`src/rtl/csvs_pkg.sv`:
```
`default_nettype none

package csvs_pkg;

   localparam int MaxResults = 4;
   localparam int CountWidth = $clog2(MaxResults + 1);
   localparam int IndexWidth = $clog2(MaxResults);

   localparam logic [7:0] ChComma  = 8'h2C;
   localparam logic [7:0] ChQuote  = 8'h22;
   localparam logic [7:0] ChBslash = 8'h5C;
   localparam logic [7:0] ChSpace  = 8'h20;
   localparam logic [7:0] ChTab    = 8'h09;
   localparam logic [7:0] ChCr     = 8'h0D;
   localparam logic [7:0] ChLf     = 8'h0A;

   typedef enum logic [1:0] {
      MODE_SEEK_QUOTE = 2'd0,
      MODE_FIELD      = 2'd1,
      MODE_SEEK_COMMA = 2'd2
   } mode_type;

   typedef enum logic [1:0] {
      KIND_BYTE      = 2'd0,
      KIND_END_FIELD = 2'd1,
      KIND_ACCEPT    = 2'd2,
      KIND_REJECT    = 2'd3
   } kind_type;

   typedef struct packed {
      mode_type mode;
      logic     unquoted_field;
      logic     comma_seen_last;
      logic     escape_pending;
      logic     field_has_data;
      logic     line_rejected;
   } parse_state_type;

   localparam parse_state_type StateReset = '{
      mode:            MODE_SEEK_QUOTE,
      unquoted_field:  1'b0,
      comma_seen_last: 1'b0,
      escape_pending:  1'b0,
      field_has_data:  1'b0,
      line_rejected:   1'b0
   };

   typedef struct packed {
      kind_type   kind;
      logic [7:0] data;
   } result_type;

   // results caused by one input word, entry 0 goes out first
   typedef struct packed {
      logic [CountWidth-1:0]        count;
      result_type [MaxResults-1:0]  res;
   } bundle_type;

   function automatic bundle_type emit(bundle_type b, kind_type k, logic [7:0] d);
      bundle_type r;
      r = b;
      if (r.count < CountWidth'(MaxResults)) begin
         r.res[r.count[IndexWidth-1:0]].kind = k;
         r.res[r.count[IndexWidth-1:0]].data = d;
         r.count = r.count + CountWidth'(1);
      end
      return r;
   endfunction

   function automatic logic is_space(logic [7:0] c);
      return (c == ChSpace) || (c == ChTab) || (c == ChCr) || (c == ChLf);
   endfunction

endpackage

`default_nettype wire

```
`src/rtl/csv_line_field_splitter.sv`:
```
// csv line field splitter
//
// req channel: one raw byte of a csv line per word, req_tlast high on the
// line's last byte. rsp channel: one result per word, rsp_tuser gives the
// kind (field byte, end of field, line accepted, line rejected), rsp_tdata
// the field byte (zero for other kinds), rsp_tlast marks the last result
// caused by one input byte.
// path: a byte taken into the input register is parsed combinationally and
// its results are loaded into the result register, which drives rsp.
// throughput: one byte per cycle as long as each byte gives at most one
// result and rsp_tready stays high; a byte that gives n results (up to 4)
// holds the result register until all n have left through the single
// result port. bytes that give no result pass without touching the result
// register. a stalled rsp_tready holds the current result; the input
// register keeps its byte and req_tready falls once both registers are
// occupied and the held byte gives a result.
// reset (synchronous) empties both registers and returns the parser to
// the start of a line.

`default_nettype none

module csv_line_field_splitter (
   input  wire logic       clock,
   input  wire logic       reset,
   input  wire logic       req_tvalid,
   output logic            req_tready,
   input  wire logic [7:0] req_tdata,   // [7:0] ch
   input  wire logic       req_tlast,   // line_end
   output logic            rsp_tvalid,
   input  wire logic       rsp_tready,
   output logic [7:0]      rsp_tdata,   // [7:0] out_byte
   output logic [1:0]      rsp_tuser,   // [1:0] kind
   output logic            rsp_tlast    // run_last
);

   logic                                a_valid_ff, a_valid_in;
   logic [7:0]                          a_ch_ff;
   logic                                a_last_ff;
   logic                                b_valid_ff, b_valid_in;
   csvs_pkg::bundle_type                b_bundle_ff;
   logic [csvs_pkg::IndexWidth-1:0]     b_idx_ff, b_idx_in;

   csvs_pkg::bundle_type                step_bundle;
   logic                                req_take;
   logic                                a_consume;
   logic                                b_load;
   logic                                b_last;
   logic                                b_free;

   csvs_step u_step (
      .clock    (clock),
      .reset    (reset),
      .ch       (a_ch_ff),
      .line_end (a_last_ff),
      .advance  (a_consume),
      .bundle   (step_bundle)
   );

   assign b_last = ({1'b0, b_idx_ff} == b_bundle_ff.count - csvs_pkg::CountWidth'(1));
   assign b_free = !b_valid_ff || (rsp_tready && b_last);

   // a byte with no result never waits for the result register
   assign a_consume  = a_valid_ff && ((step_bundle.count == '0) || b_free);
   assign b_load     = a_consume && (step_bundle.count != '0);
   assign req_tready = !a_valid_ff || a_consume;
   assign req_take   = req_tvalid && req_tready;

   always_comb begin
      a_valid_in = a_valid_ff;
      if (req_take) begin
         a_valid_in = 1'b1;
      end else if (a_consume) begin
         a_valid_in = 1'b0;
      end
      b_valid_in = b_valid_ff;
      b_idx_in   = b_idx_ff;
      if (b_load) begin
         b_valid_in = 1'b1;
         b_idx_in   = '0;
      end else if (b_valid_ff && rsp_tready) begin
         if (b_last) begin
            b_valid_in = 1'b0;
         end else begin
            b_idx_in = b_idx_ff + csvs_pkg::IndexWidth'(1);
         end
      end
   end

   always_ff @(posedge clock) begin
      if (reset) begin
         a_valid_ff <= 1'b0;
         b_valid_ff <= 1'b0;
         b_idx_ff   <= '0;
      end else begin
         a_valid_ff <= a_valid_in;
         b_valid_ff <= b_valid_in;
         b_idx_ff   <= b_idx_in;
      end
   end

   always_ff @(posedge clock) begin
      if (req_take) begin
         a_ch_ff   <= req_tdata;
         a_last_ff <= req_tlast;
      end
      if (b_load) begin
         b_bundle_ff <= step_bundle;
      end
   end

   assign rsp_tvalid = b_valid_ff;
   assign rsp_tuser  = b_bundle_ff.res[b_idx_ff].kind;
   assign rsp_tdata  = b_bundle_ff.res[b_idx_ff].data;
   assign rsp_tlast  = b_last;

`ifndef SYNTHESIS
   a_result_count_nonzero : assert property (@(posedge clock) disable iff (reset)
      b_valid_ff |-> (b_bundle_ff.count != '0))
      else $error("result register holds an empty bundle");

   a_index_in_range : assert property (@(posedge clock) disable iff (reset)
      b_valid_ff |-> ({1'b0, b_idx_ff} < b_bundle_ff.count))
      else $error("result index beyond bundle count");

   a_index_holds_on_stall : assert property (@(posedge clock) disable iff (reset)
      (b_valid_ff && !rsp_tready) |=> (b_valid_ff && $stable(b_idx_ff)))
      else $error("result index moved while stalled");

   a_input_held : assert property (@(posedge clock) disable iff (reset)
      (a_valid_ff && !a_consume) |=> (a_valid_ff && $stable(a_ch_ff) && $stable(a_last_ff)))
      else $error("input byte lost before it was parsed");
`endif

endmodule

`default_nettype wire

```
`src/rtl/csvs_step.sv`:
```
`default_nettype none

module csvs_step (
   input  wire logic                 clock,
   input  wire logic                 reset,
   input  wire logic [7:0]           ch,
   input  wire logic                 line_end,
   input  wire logic                 advance,
   output csvs_pkg::bundle_type      bundle
);

   csvs_pkg::parse_state_type state_ff;
   csvs_pkg::parse_state_type state_in;

   always_ff @(posedge clock) begin
      if (reset) begin
         state_ff <= csvs_pkg::StateReset;
      end else if (advance) begin
         state_ff <= state_in;
      end
   end

   always_comb begin
      csvs_pkg::parse_state_type s;
      csvs_pkg::bundle_type      b;
      logic                      do_field;
      logic [7:0]                term;
      s        = state_ff;
      b        = '0;
      do_field = 1'b0;
      term     = csvs_pkg::ChQuote;
      if (!s.line_rejected) begin
         unique case (s.mode)
            csvs_pkg::MODE_FIELD: begin
               s.comma_seen_last = 1'b0;
               if (s.escape_pending) begin
                  s.escape_pending = 1'b0;
                  if (ch == csvs_pkg::ChQuote || ch == csvs_pkg::ChBslash) begin
                     b = csvs_pkg::emit(b, csvs_pkg::KIND_BYTE, ch);
                     s.field_has_data = 1'b1;
                  end else begin
                     // not an escape: the backslash is literal, byte handled as usual
                     b = csvs_pkg::emit(b, csvs_pkg::KIND_BYTE, csvs_pkg::ChBslash);
                     s.field_has_data = 1'b1;
                     do_field = 1'b1;
                  end
               end else begin
                  do_field = 1'b1;
               end
               if (do_field) begin
                  term = s.unquoted_field ? csvs_pkg::ChComma : csvs_pkg::ChQuote;
                  if (ch != term) begin
                     if (ch == csvs_pkg::ChBslash) begin
                        s.escape_pending = 1'b1;
                     end else begin
                        b = csvs_pkg::emit(b, csvs_pkg::KIND_BYTE, ch);
                        s.field_has_data = 1'b1;
                     end
                  end else begin
                     if (s.unquoted_field) begin
                        s.mode = csvs_pkg::MODE_SEEK_QUOTE;
                        s.comma_seen_last = 1'b1;
                     end else begin
                        s.mode = csvs_pkg::MODE_SEEK_COMMA;
                     end
                     b = csvs_pkg::emit(b, csvs_pkg::KIND_END_FIELD, 8'h00);
                     s.field_has_data = 1'b0;
                     s.unquoted_field = 1'b0;
                  end
               end
            end
            csvs_pkg::MODE_SEEK_COMMA: begin
               if (!csvs_pkg::is_space(ch)) begin
                  if (ch == csvs_pkg::ChComma) begin
                     s.mode = csvs_pkg::MODE_SEEK_QUOTE;
                     s.comma_seen_last = 1'b1;
                  end else begin
                     b = csvs_pkg::emit(b, csvs_pkg::KIND_REJECT, 8'h00);
                     s.line_rejected = 1'b1;
                  end
               end
            end
            default: begin
               if (!csvs_pkg::is_space(ch)) begin
                  if (ch == csvs_pkg::ChComma) begin
                     b = csvs_pkg::emit(b, csvs_pkg::KIND_END_FIELD, 8'h00);
                     s.comma_seen_last = 1'b1;
                  end else begin
                     s.comma_seen_last = 1'b0;
                     if (ch != csvs_pkg::ChQuote) begin
                        b = csvs_pkg::emit(b, csvs_pkg::KIND_BYTE, ch);
                        s.field_has_data = 1'b1;
                        s.unquoted_field = 1'b1;
                     end
                     s.mode = csvs_pkg::MODE_FIELD;
                  end
               end
            end
         endcase
         if (line_end && !s.line_rejected) begin
            if (s.escape_pending) begin
               s.escape_pending = 1'b0;
               b = csvs_pkg::emit(b, csvs_pkg::KIND_BYTE, csvs_pkg::ChBslash);
               s.field_has_data = 1'b1;
            end
            if ((s.mode == csvs_pkg::MODE_FIELD && s.field_has_data) || s.comma_seen_last) begin
               b = csvs_pkg::emit(b, csvs_pkg::KIND_END_FIELD, 8'h00);
            end
            b = csvs_pkg::emit(b, csvs_pkg::KIND_ACCEPT, 8'h00);
         end
      end
      if (line_end) begin
         s = csvs_pkg::StateReset;
      end
      state_in = s;
      bundle   = b;
   end

endmodule

`default_nettype wire
```
`config.mk`:
```
export PLATFORM = sky130hd
export DESIGN_NAME = csv_line_field_splitter
export DESIGN_NICKNAME = d
export VERILOG_FILES = /design/src/rtl/csvs_pkg.sv /design/src/rtl/csv_line_field_splitter.sv /design/src/rtl/csvs_step.sv
export SDC_FILE = /design/constraint.sdc
export NUM_CORES = 1
export LEC_CHECK = 0
export ABC_AREA = 0
export ABC_CLOCK_PERIOD_IN_PS = 13600
export BUFFER_PORTS_ARGS = -buffer_cell sky130_fd_sc_hd__buf_2
export CORE_MARGIN = 2
export CORE_UTILIZATION = 27
export CTS_CLUSTER_SIZE = 20
export DETAILED_ROUTE_END_ITERATION = 12
export SYNTH_ARGS = -nofsm -noshare
export SYNTH_HDL_FRONTEND = slang
export SYNTH_SLANG_ARGS = --single-unit
```
`constraint.sdc`:
```
create_clock -name clock -period 13.6 [get_ports clock]
set_input_delay 1.36 -clock clock [delete_from_list [all_inputs] [get_ports clock]]
set_output_delay 1.36 -clock clock [all_outputs]
set_load 0.01 [all_outputs]
```
Word-level counts from Yosys, hierarchy flattened
Index checks and enable logic that the tools add are counted.
- add/subtract/negate cells: 6
- order comparisons: 13
- equal/unequal tests: 19
- mux-type cells: 103
- bitwise logic cells: 1
- reduce and logical (&&, ||, !) cells: 33
- operator list (cell ; count):
    $mux 43 ; 23
    $bwmux 40 ; 10
    $demux 10 s2 ; 8
    $pmux 43 s2 ; 1
    $mux 41 ; 2
    $mux 10 ; 5
    $mux 8 ; 5
    $mux 1 ; 30
    $eq 8x4->1 const B ; 3
    $eq 8x6->1 const B ; 3
    $bmux 10 s2 ; 1
    $lt 2x3->1 const B ; 5
    $mux 2 ; 7
    $mux 7 ; 2
    $add 3x1->3 const B ; 4
    $lt 3x3->1 const B ; 4
    $mux 4 ; 3
    $logic_and 1x1->1 ; 11
    $ne 3x3->1 const B ; 3
    $eq 8x7->1 const B ; 1
    $ge 2x1->1 const B ; 4
    $logic_or 1x1->1 ; 8
    $ne 8x6->1 const B ; 1
    $ne 8x8->1 ; 1
    19 further kinds ; 30
- register bits: 63
- bits of input ports: 13
- word-level logic and storage cells: 195

Depth between registers and ports, before layout
- word-level depth: 53
- depth in mapped cells: 20

Cells and area by module
Synthesis repeated with hierarchy kept, for this count alone.
- cell total of the unflattened synthesis: 350
- area, all modules: 3902.5 um2
- modules (own cells, without submodules) (module ; times used ; cells each ; area each (um2) ; sequential area each (um2)):
    csv_line_field_splitter ; 1 ; 94 ; 2082.0 ; 1641.6
    csvs_step ; 1 ; 256 ; 1820.5 ; 140.1

Worst setup path after synthesis
Ideal clock, no wire load.
- path kind: register to register
- start: register a_ch_ff[5]
- end: register b_bundle_ff[0] (netlist bit), enable pin
- setup time: 415 ps
- data arrival time: 5602 ps
- path slack: 7583 ps
- stages on the path, launching flop included: 19
- path buffers: 1
- cells stage by stage: edfxtp_1 -> buf_4 -> nor4b_2 -> nand2_1 -> ha_1 -> and2_1 -> a221oi_4 -> and2_1 -> inv_1 -> ha_1 -> a21oi_1 -> ha_1 -> mux2_2 -> ha_1 -> nand2_1 -> or3_1 -> a31oi_1 -> o21ai_0 -> nor2_1
- RTL lines (element ; RTL line ; RTL):
    start: declaration ; csv_line_field_splitter.sv:37 ; logic [7:0] a_ch_ff;
    start signal: assignment ; csv_line_field_splitter.sv:103 ; a_ch_ff <= req_tdata;
    end signal: assignment ; csv_line_field_splitter.sv:107 ; b_bundle_ff <= step_bundle;
    end: declaration ; csv_line_field_splitter.sv:40 ; csvs_pkg::bundle_type b_bundle_ff;

==> flow_summary.html <==
<table>
<tr><th>Metric</th><th>Value</th></tr>
<tr><th colspan="2">Clock network</th></tr>
<tr><td>Post-CTS setup buffer count</td><td>0</td></tr>
<tr><td>Skew-Pair Late Insertion Delay</td><td>0.30 ns</td></tr>
<tr><td># clock sinks</td><td>49</td></tr>
<tr><td>TritonCTS buffer count</td><td>5</td></tr>
<tr><td>Clock input transition at the sequential cells of the worst setup and hold paths</td><td>0.08 ns</td></tr>
<tr><td>Clock tree from TritonCTS</td><td>yes</td></tr>
<tr><td>Resized cells post-CTS</td><td>0</td></tr>
<tr><td>Number of buffers inserted by hold repair at cts</td><td>0</td></tr>
<tr><td>Cell at the root of the clock tree</td><td>clkbuf_16</td></tr>
<tr><td>Number of buffers on the longest clock path</td><td>2</td></tr>
<tr><td>H-tree depth</td><td>2</td></tr>
<tr><th colspan="2">Critical path</th></tr>
<tr><td>Buffering stage count on the worst path with inverters included</td><td>2</td></tr>
<tr><td>CP max stage delay</td><td>0.72 ns</td></tr>
<tr><td>Data arrival time at the worst-slack endpoint</td><td>approximately 5.5 ns</td></tr>
<tr><td>Slowest cell on crit path</td><td>edfxtp_1</td></tr>
<tr><td>Critical path startpoint category</td><td>flip-flop</td></tr>
<tr><td>Largest delay share family, worst path</td><td>simple AND/OR/NAND/NOR gates</td></tr>
<tr><td>Most common cell on crit path</td><td>ha_1</td></tr>
<tr><td>CP cell instances</td><td>nor4b_2 &gt; nand2_1 &gt; ha_1 &gt; and2_1 &gt; a221oi_4 &gt; and2_1 &gt; inv_1 &gt; ha_1 &gt; a21oi_1 &gt; ha_1 &gt; mux2_2 &gt; ha_1 &gt; nand2_1 &gt; or3_1 &gt; a31oi_1 &gt; o211ai_1 &gt; buf_2</td></tr>
<tr><td>CP Max Fanout</td><td>18</td></tr>
<tr><td>Category of the critical setup timing path</td><td>reg -&gt; out</td></tr>
<tr><td>Sort of element at the end of the critical path</td><td>primary output</td></tr>
<tr><td>Required time of the worst setup path</td><td>around 12 ns</td></tr>
<tr><th colspan="2">Timing</th></tr>
<tr><td>Max Clock Skew</td><td>0.00986 ns</td></tr>
<tr><td>Time the final worst path needs with I/O delays and setup</td><td>around 6.8 ns</td></tr>
<tr><td>Final count of pins violating max slew</td><td>0</td></tr>
<tr><td>Final period utilization</td><td>0.503</td></tr>
<tr><td>RSZ-0062 raised after global routing</td><td>no</td></tr>
<tr><td>Tightest slew margin relative to the limit</td><td>0.477</td></tr>
<tr><td>Number of setup violations in the final report</td><td>0</td></tr>
<tr><td>Fmax</td><td>roughly 150 MHz</td></tr>
<tr><td>Final-report hold violation count</td><td>0</td></tr>
<tr><td>Setup TNS after final layout</td><td>0 ns</td></tr>
<tr><td>Post-route setup slack</td><td>around 6.8 ns</td></tr>
<tr><td>Transition time at the pin with the least slew margin</td><td>slightly below 0.8 ns</td></tr>
<tr><th colspan="2">Logic synthesis</th></tr>
<tr><td>Post-Syn Nets</td><td>~400</td></tr>
<tr><td>Distinct cell type count of the synthesized netlist</td><td>80</td></tr>
<tr><td>Avg Synthesized Cell Area</td><td>between 9 and 10 um^2</td></tr>
<tr><td>Share of synthesized flip-flops with an asynchronous set or reset</td><td>0</td></tr>
<tr><td>Seq/Total Area, Yosys</td><td>0.388</td></tr>
<tr><td>Post-synth EDFFs</td><td>38</td></tr>
<tr><td>Synthesis-stage register bit count</td><td>49</td></tr>
<tr><td>Count of mapped cells out of synthesis</td><td>363</td></tr>
<tr><td>Prevailing post-synth register cell</td><td>edfxtp_1</td></tr>
<tr><td>Cell type with the largest total area after synthesis</td><td>edfxtp_1</td></tr>
<tr><td>Number of warnings issued by yosys</td><td>0</td></tr>
<tr><td>Mapped Area</td><td>~0.0035 mm^2</td></tr>
<tr><td>Main area contributors after synthesis</td><td>edfxtp_1 (33%), dfxtp_1 (6.3%), ha_1 (5.7%), nand2_1 (3.5%), o21ai_0 (3.4%)</td></tr>
<tr><td>Top cell type's share of synthesized area</td><td>0.325</td></tr>
<tr><th colspan="2">Floorplan</th></tr>
<tr><td>Initial cell density of the core</td><td>0.277</td></tr>
<tr><td>Overall die height</td><td>~120 um</td></tr>
<tr><td>Standard-cell row count</td><td>between 40 and 50</td></tr>
<tr><td>Overall die area</td><td>roughly 0.014 mm^2</td></tr>
<tr><td>Core footprint</td><td>roughly 0.013 mm^2</td></tr>
<tr><td>Ports placed on the boundary</td><td>26</td></tr>
<tr><td>Die boundary width</td><td>approximately 120 um</td></tr>
<tr><th colspan="2">Hold path</th></tr>
<tr><td>Hold WC Path Type</td><td>reg -&gt; reg</td></tr>
<tr><th colspan="2">Finish</th></tr>
<tr><td>Growth of design area from synthesis to finish</td><td>11.5%</td></tr>
<tr><td>Fraction of final layout cells with drive strength greater than 1</td><td>0.166</td></tr>
<tr><td>N_diodes</td><td>0</td></tr>
<tr><td>Multi-input gate area in the final layout</td><td>0.00196 mm^2</td></tr>
<tr><td>Fraction of the core area covered by cells at the end of the flow</td><td>0.309</td></tr>
<tr><td>Sequential Area</td><td>approximately 0.0014 mm^2</td></tr>
<tr><td>Post-layout net count</td><td>between 400 and 500</td></tr>
<tr><td>Fill cells</td><td>1328</td></tr>
<tr><td>Final Non-Filler Cells</td><td>roughly 550</td></tr>
<tr><th colspan="2">Route</th></tr>
<tr><td>DRC violation count after routing</td><td>0</td></tr>
<tr><td>WL/cell</td><td>about 16 um</td></tr>
<tr><td>Mean number of vias per cell</td><td>5.22</td></tr>
<tr><td>Iteration-0 DRC Markers</td><td>~230</td></tr>
<tr><td>First-pass detailed-route iteration total</td><td>4</td></tr>
<tr><td>Routed WL</td><td>between 8 and 9 mm</td></tr>
<tr><td>Total via count in the routed design</td><td>between 2k and 3k</td></tr>
<tr><td>Final antenna-violating net count</td><td>0</td></tr>
<tr><th colspan="2">GRT</th></tr>
<tr><td>Number of antenna violations at the first check in global routing</td><td>0</td></tr>
<tr><td>Maximum number of pins on one net before global-route repair</td><td>30</td></tr>
<tr><td>First-pass GRT wire length</td><td>14.1 mm</td></tr>
<tr><td>Via count of the first global-routing pass</td><td>between 2k and 3k</td></tr>
<tr><td>Overall overflow remaining after global route</td><td>0</td></tr>
<tr><td>Combined global-route utilization of all metal layers</td><td>0.127</td></tr>
<tr><th colspan="2">Outcome</th></tr>
<tr><td>Status</td><td>completed</td></tr>
<tr><th colspan="2">Power and ir drop</th></tr>
<tr><td>Power Density</td><td>between 100 and 150 mW/mm^2</td></tr>
<tr><td>Worst VDD drop</td><td>about 0.046 mV</td></tr>
<tr><td>Static Leakage</td><td>1.40 nW</td></tr>
<tr><td>Total power of the final layout</td><td>0.404 mW</td></tr>
<tr><th colspan="2">Placement</th></tr>
<tr><td>Placer's final routability congestion estimate</td><td>about 0.91</td></tr>
<tr><td>Placed cells</td><td>between 500 and 600</td></tr>
<tr><td>Final HPWL from detailed placement</td><td>6.58 mm</td></tr>
<tr><td>Count of input and output buffers</td><td>25</td></tr>
<tr><td>Setup WS pre-CTS</td><td>7.17 ns</td></tr>
<tr><th colspan="2">Job</th></tr>
<tr><td># Max-Cap Violations</td><td>0</td></tr>
</table>
cells in the mapped netlist (all sizes together), types with 8 or more instances:
| cell | count |
|---|---|
| nor3 | 12 |
| clkbuf | 11 |
| dfxtp | 11 |
| o21ai | 28 |
| nor2 | 23 |
| edfxtp | 38 |
| buf | 8 |
| inv | 21 |
| nor4 | 9 |
| o211ai | 8 |
| ha | 16 |
| a21oi | 21 |
| nand2 | 34 |
| nand3 | 10 |
power by group:
group	internal (mW)	switching (mW)	total, mW	leakage (nW)
Combinational	0.0345	0.0535	0.0880	0.878
Clock	0.0705	0.0606	0.131	0.0763
Sequential	0.175	0.00944	0.185	0.447
Total	0.280	0.124	0.404	1.40
flip-flops by register name, summed over array words and instances (netlist names):
| name | cells |
|---|---|
| a_ch_ff | 8 |
| a_last_ff | 1 |
| a_valid_ff | 1 |
| b_bundle_ff | 29 |
| b_idx_ff | 2 |
| rsp_tvalid | 1 |
| u_step.state_ff | 7 |
layer usage:
layer / GRT usage / vias to the layer above / share of wire
met3: 0.0276 / 15 / 0.062
met4: 0.0497 / 0 / 0.019
li1: - / 1409 / -
met5: 0 / - / 0
met1: 0.164 / 1352 / 0.46
met2: 0.205 / 98 / 0.46
per-stage QoR:
stage	cell area (um^2)	hold slack, ns
floorplan	3510	0.447
global placement	3760	0.472
detailed placement	3760	0.479
CTS	3910	0.490
global route	3910	0.505
finish	3910	0.490
kinds of logic after synthesis:
logic type                 share of synthesized area
muxes                                         0.0364
DFF                                            0.388
AOI/OAI and AO/OA                              0.215
and+or+nand+nor                                0.235
buffers and inverters                         0.0535
adders and majority gates                     0.0571
xor gates and xnor gates                      0.0150
final cells by class:
type / instances / share of cell area
inverter: 21 / 0.0202
multi-input combinational: 274 / 0.502
sequential: 49 / 0.348
clock buffer: 5 / 0.0320
timing repair buffer: 27 / 0.0358
clock inverter: 3 / 0.00736
tap: 172 / 0.0550
worst min-delay path: stages (launching register included):
cell and delay (ns):
dfxtp_1 0.32, nand2_1 0.05, o22ai_1 0.07
final timing paths:
check | end | depth (start not counted) | start | slack (ns)
min | u_step.state_ff[3] | 2 | u_step.state_ff[3] | 0.49
max reg2reg | a_last_ff | 17 | a_ch_ff[3] | 7.71
min reg2reg | u_step.state_ff[3] | 2 | u_step.state_ff[3] | 0.49
max | req_tready | 17 | a_ch_ff[3] | 6.76
cell usage in the layout (no fill, tap or decap), types with 4 or more instances in the layout:
| cell type | count |
|---|---|
| nand4_1 | 6 |
| edfxtp_1 | 38 |
| inv_1 | 21 |
| buf_2 | 25 |
| o21ai_0 | 24 |
| o211ai_1 | 8 |
| nor3_1 | 11 |
| ha_1 | 16 |
| a21oi_1 | 21 |
| nor2b_1 | 4 |
| a21o_1 | 4 |
| nor3b_1 | 5 |
| xnor2_1 | 5 |
| or3_1 | 5 |
| mux2i_1 | 6 |
| nand2b_1 | 4 |
| nor2_1 | 22 |
| and2_1 | 6 |
| dfxtp_1 | 11 |
| nand2_1 | 33 |
| a31oi_1 | 6 |
| clkbuf_16 | 5 |
| nor4_1 | 8 |
| o21ai_1 | 4 |
| nand3_1 | 9 |
Note: power is estimated with default switching activity, not from simulation.
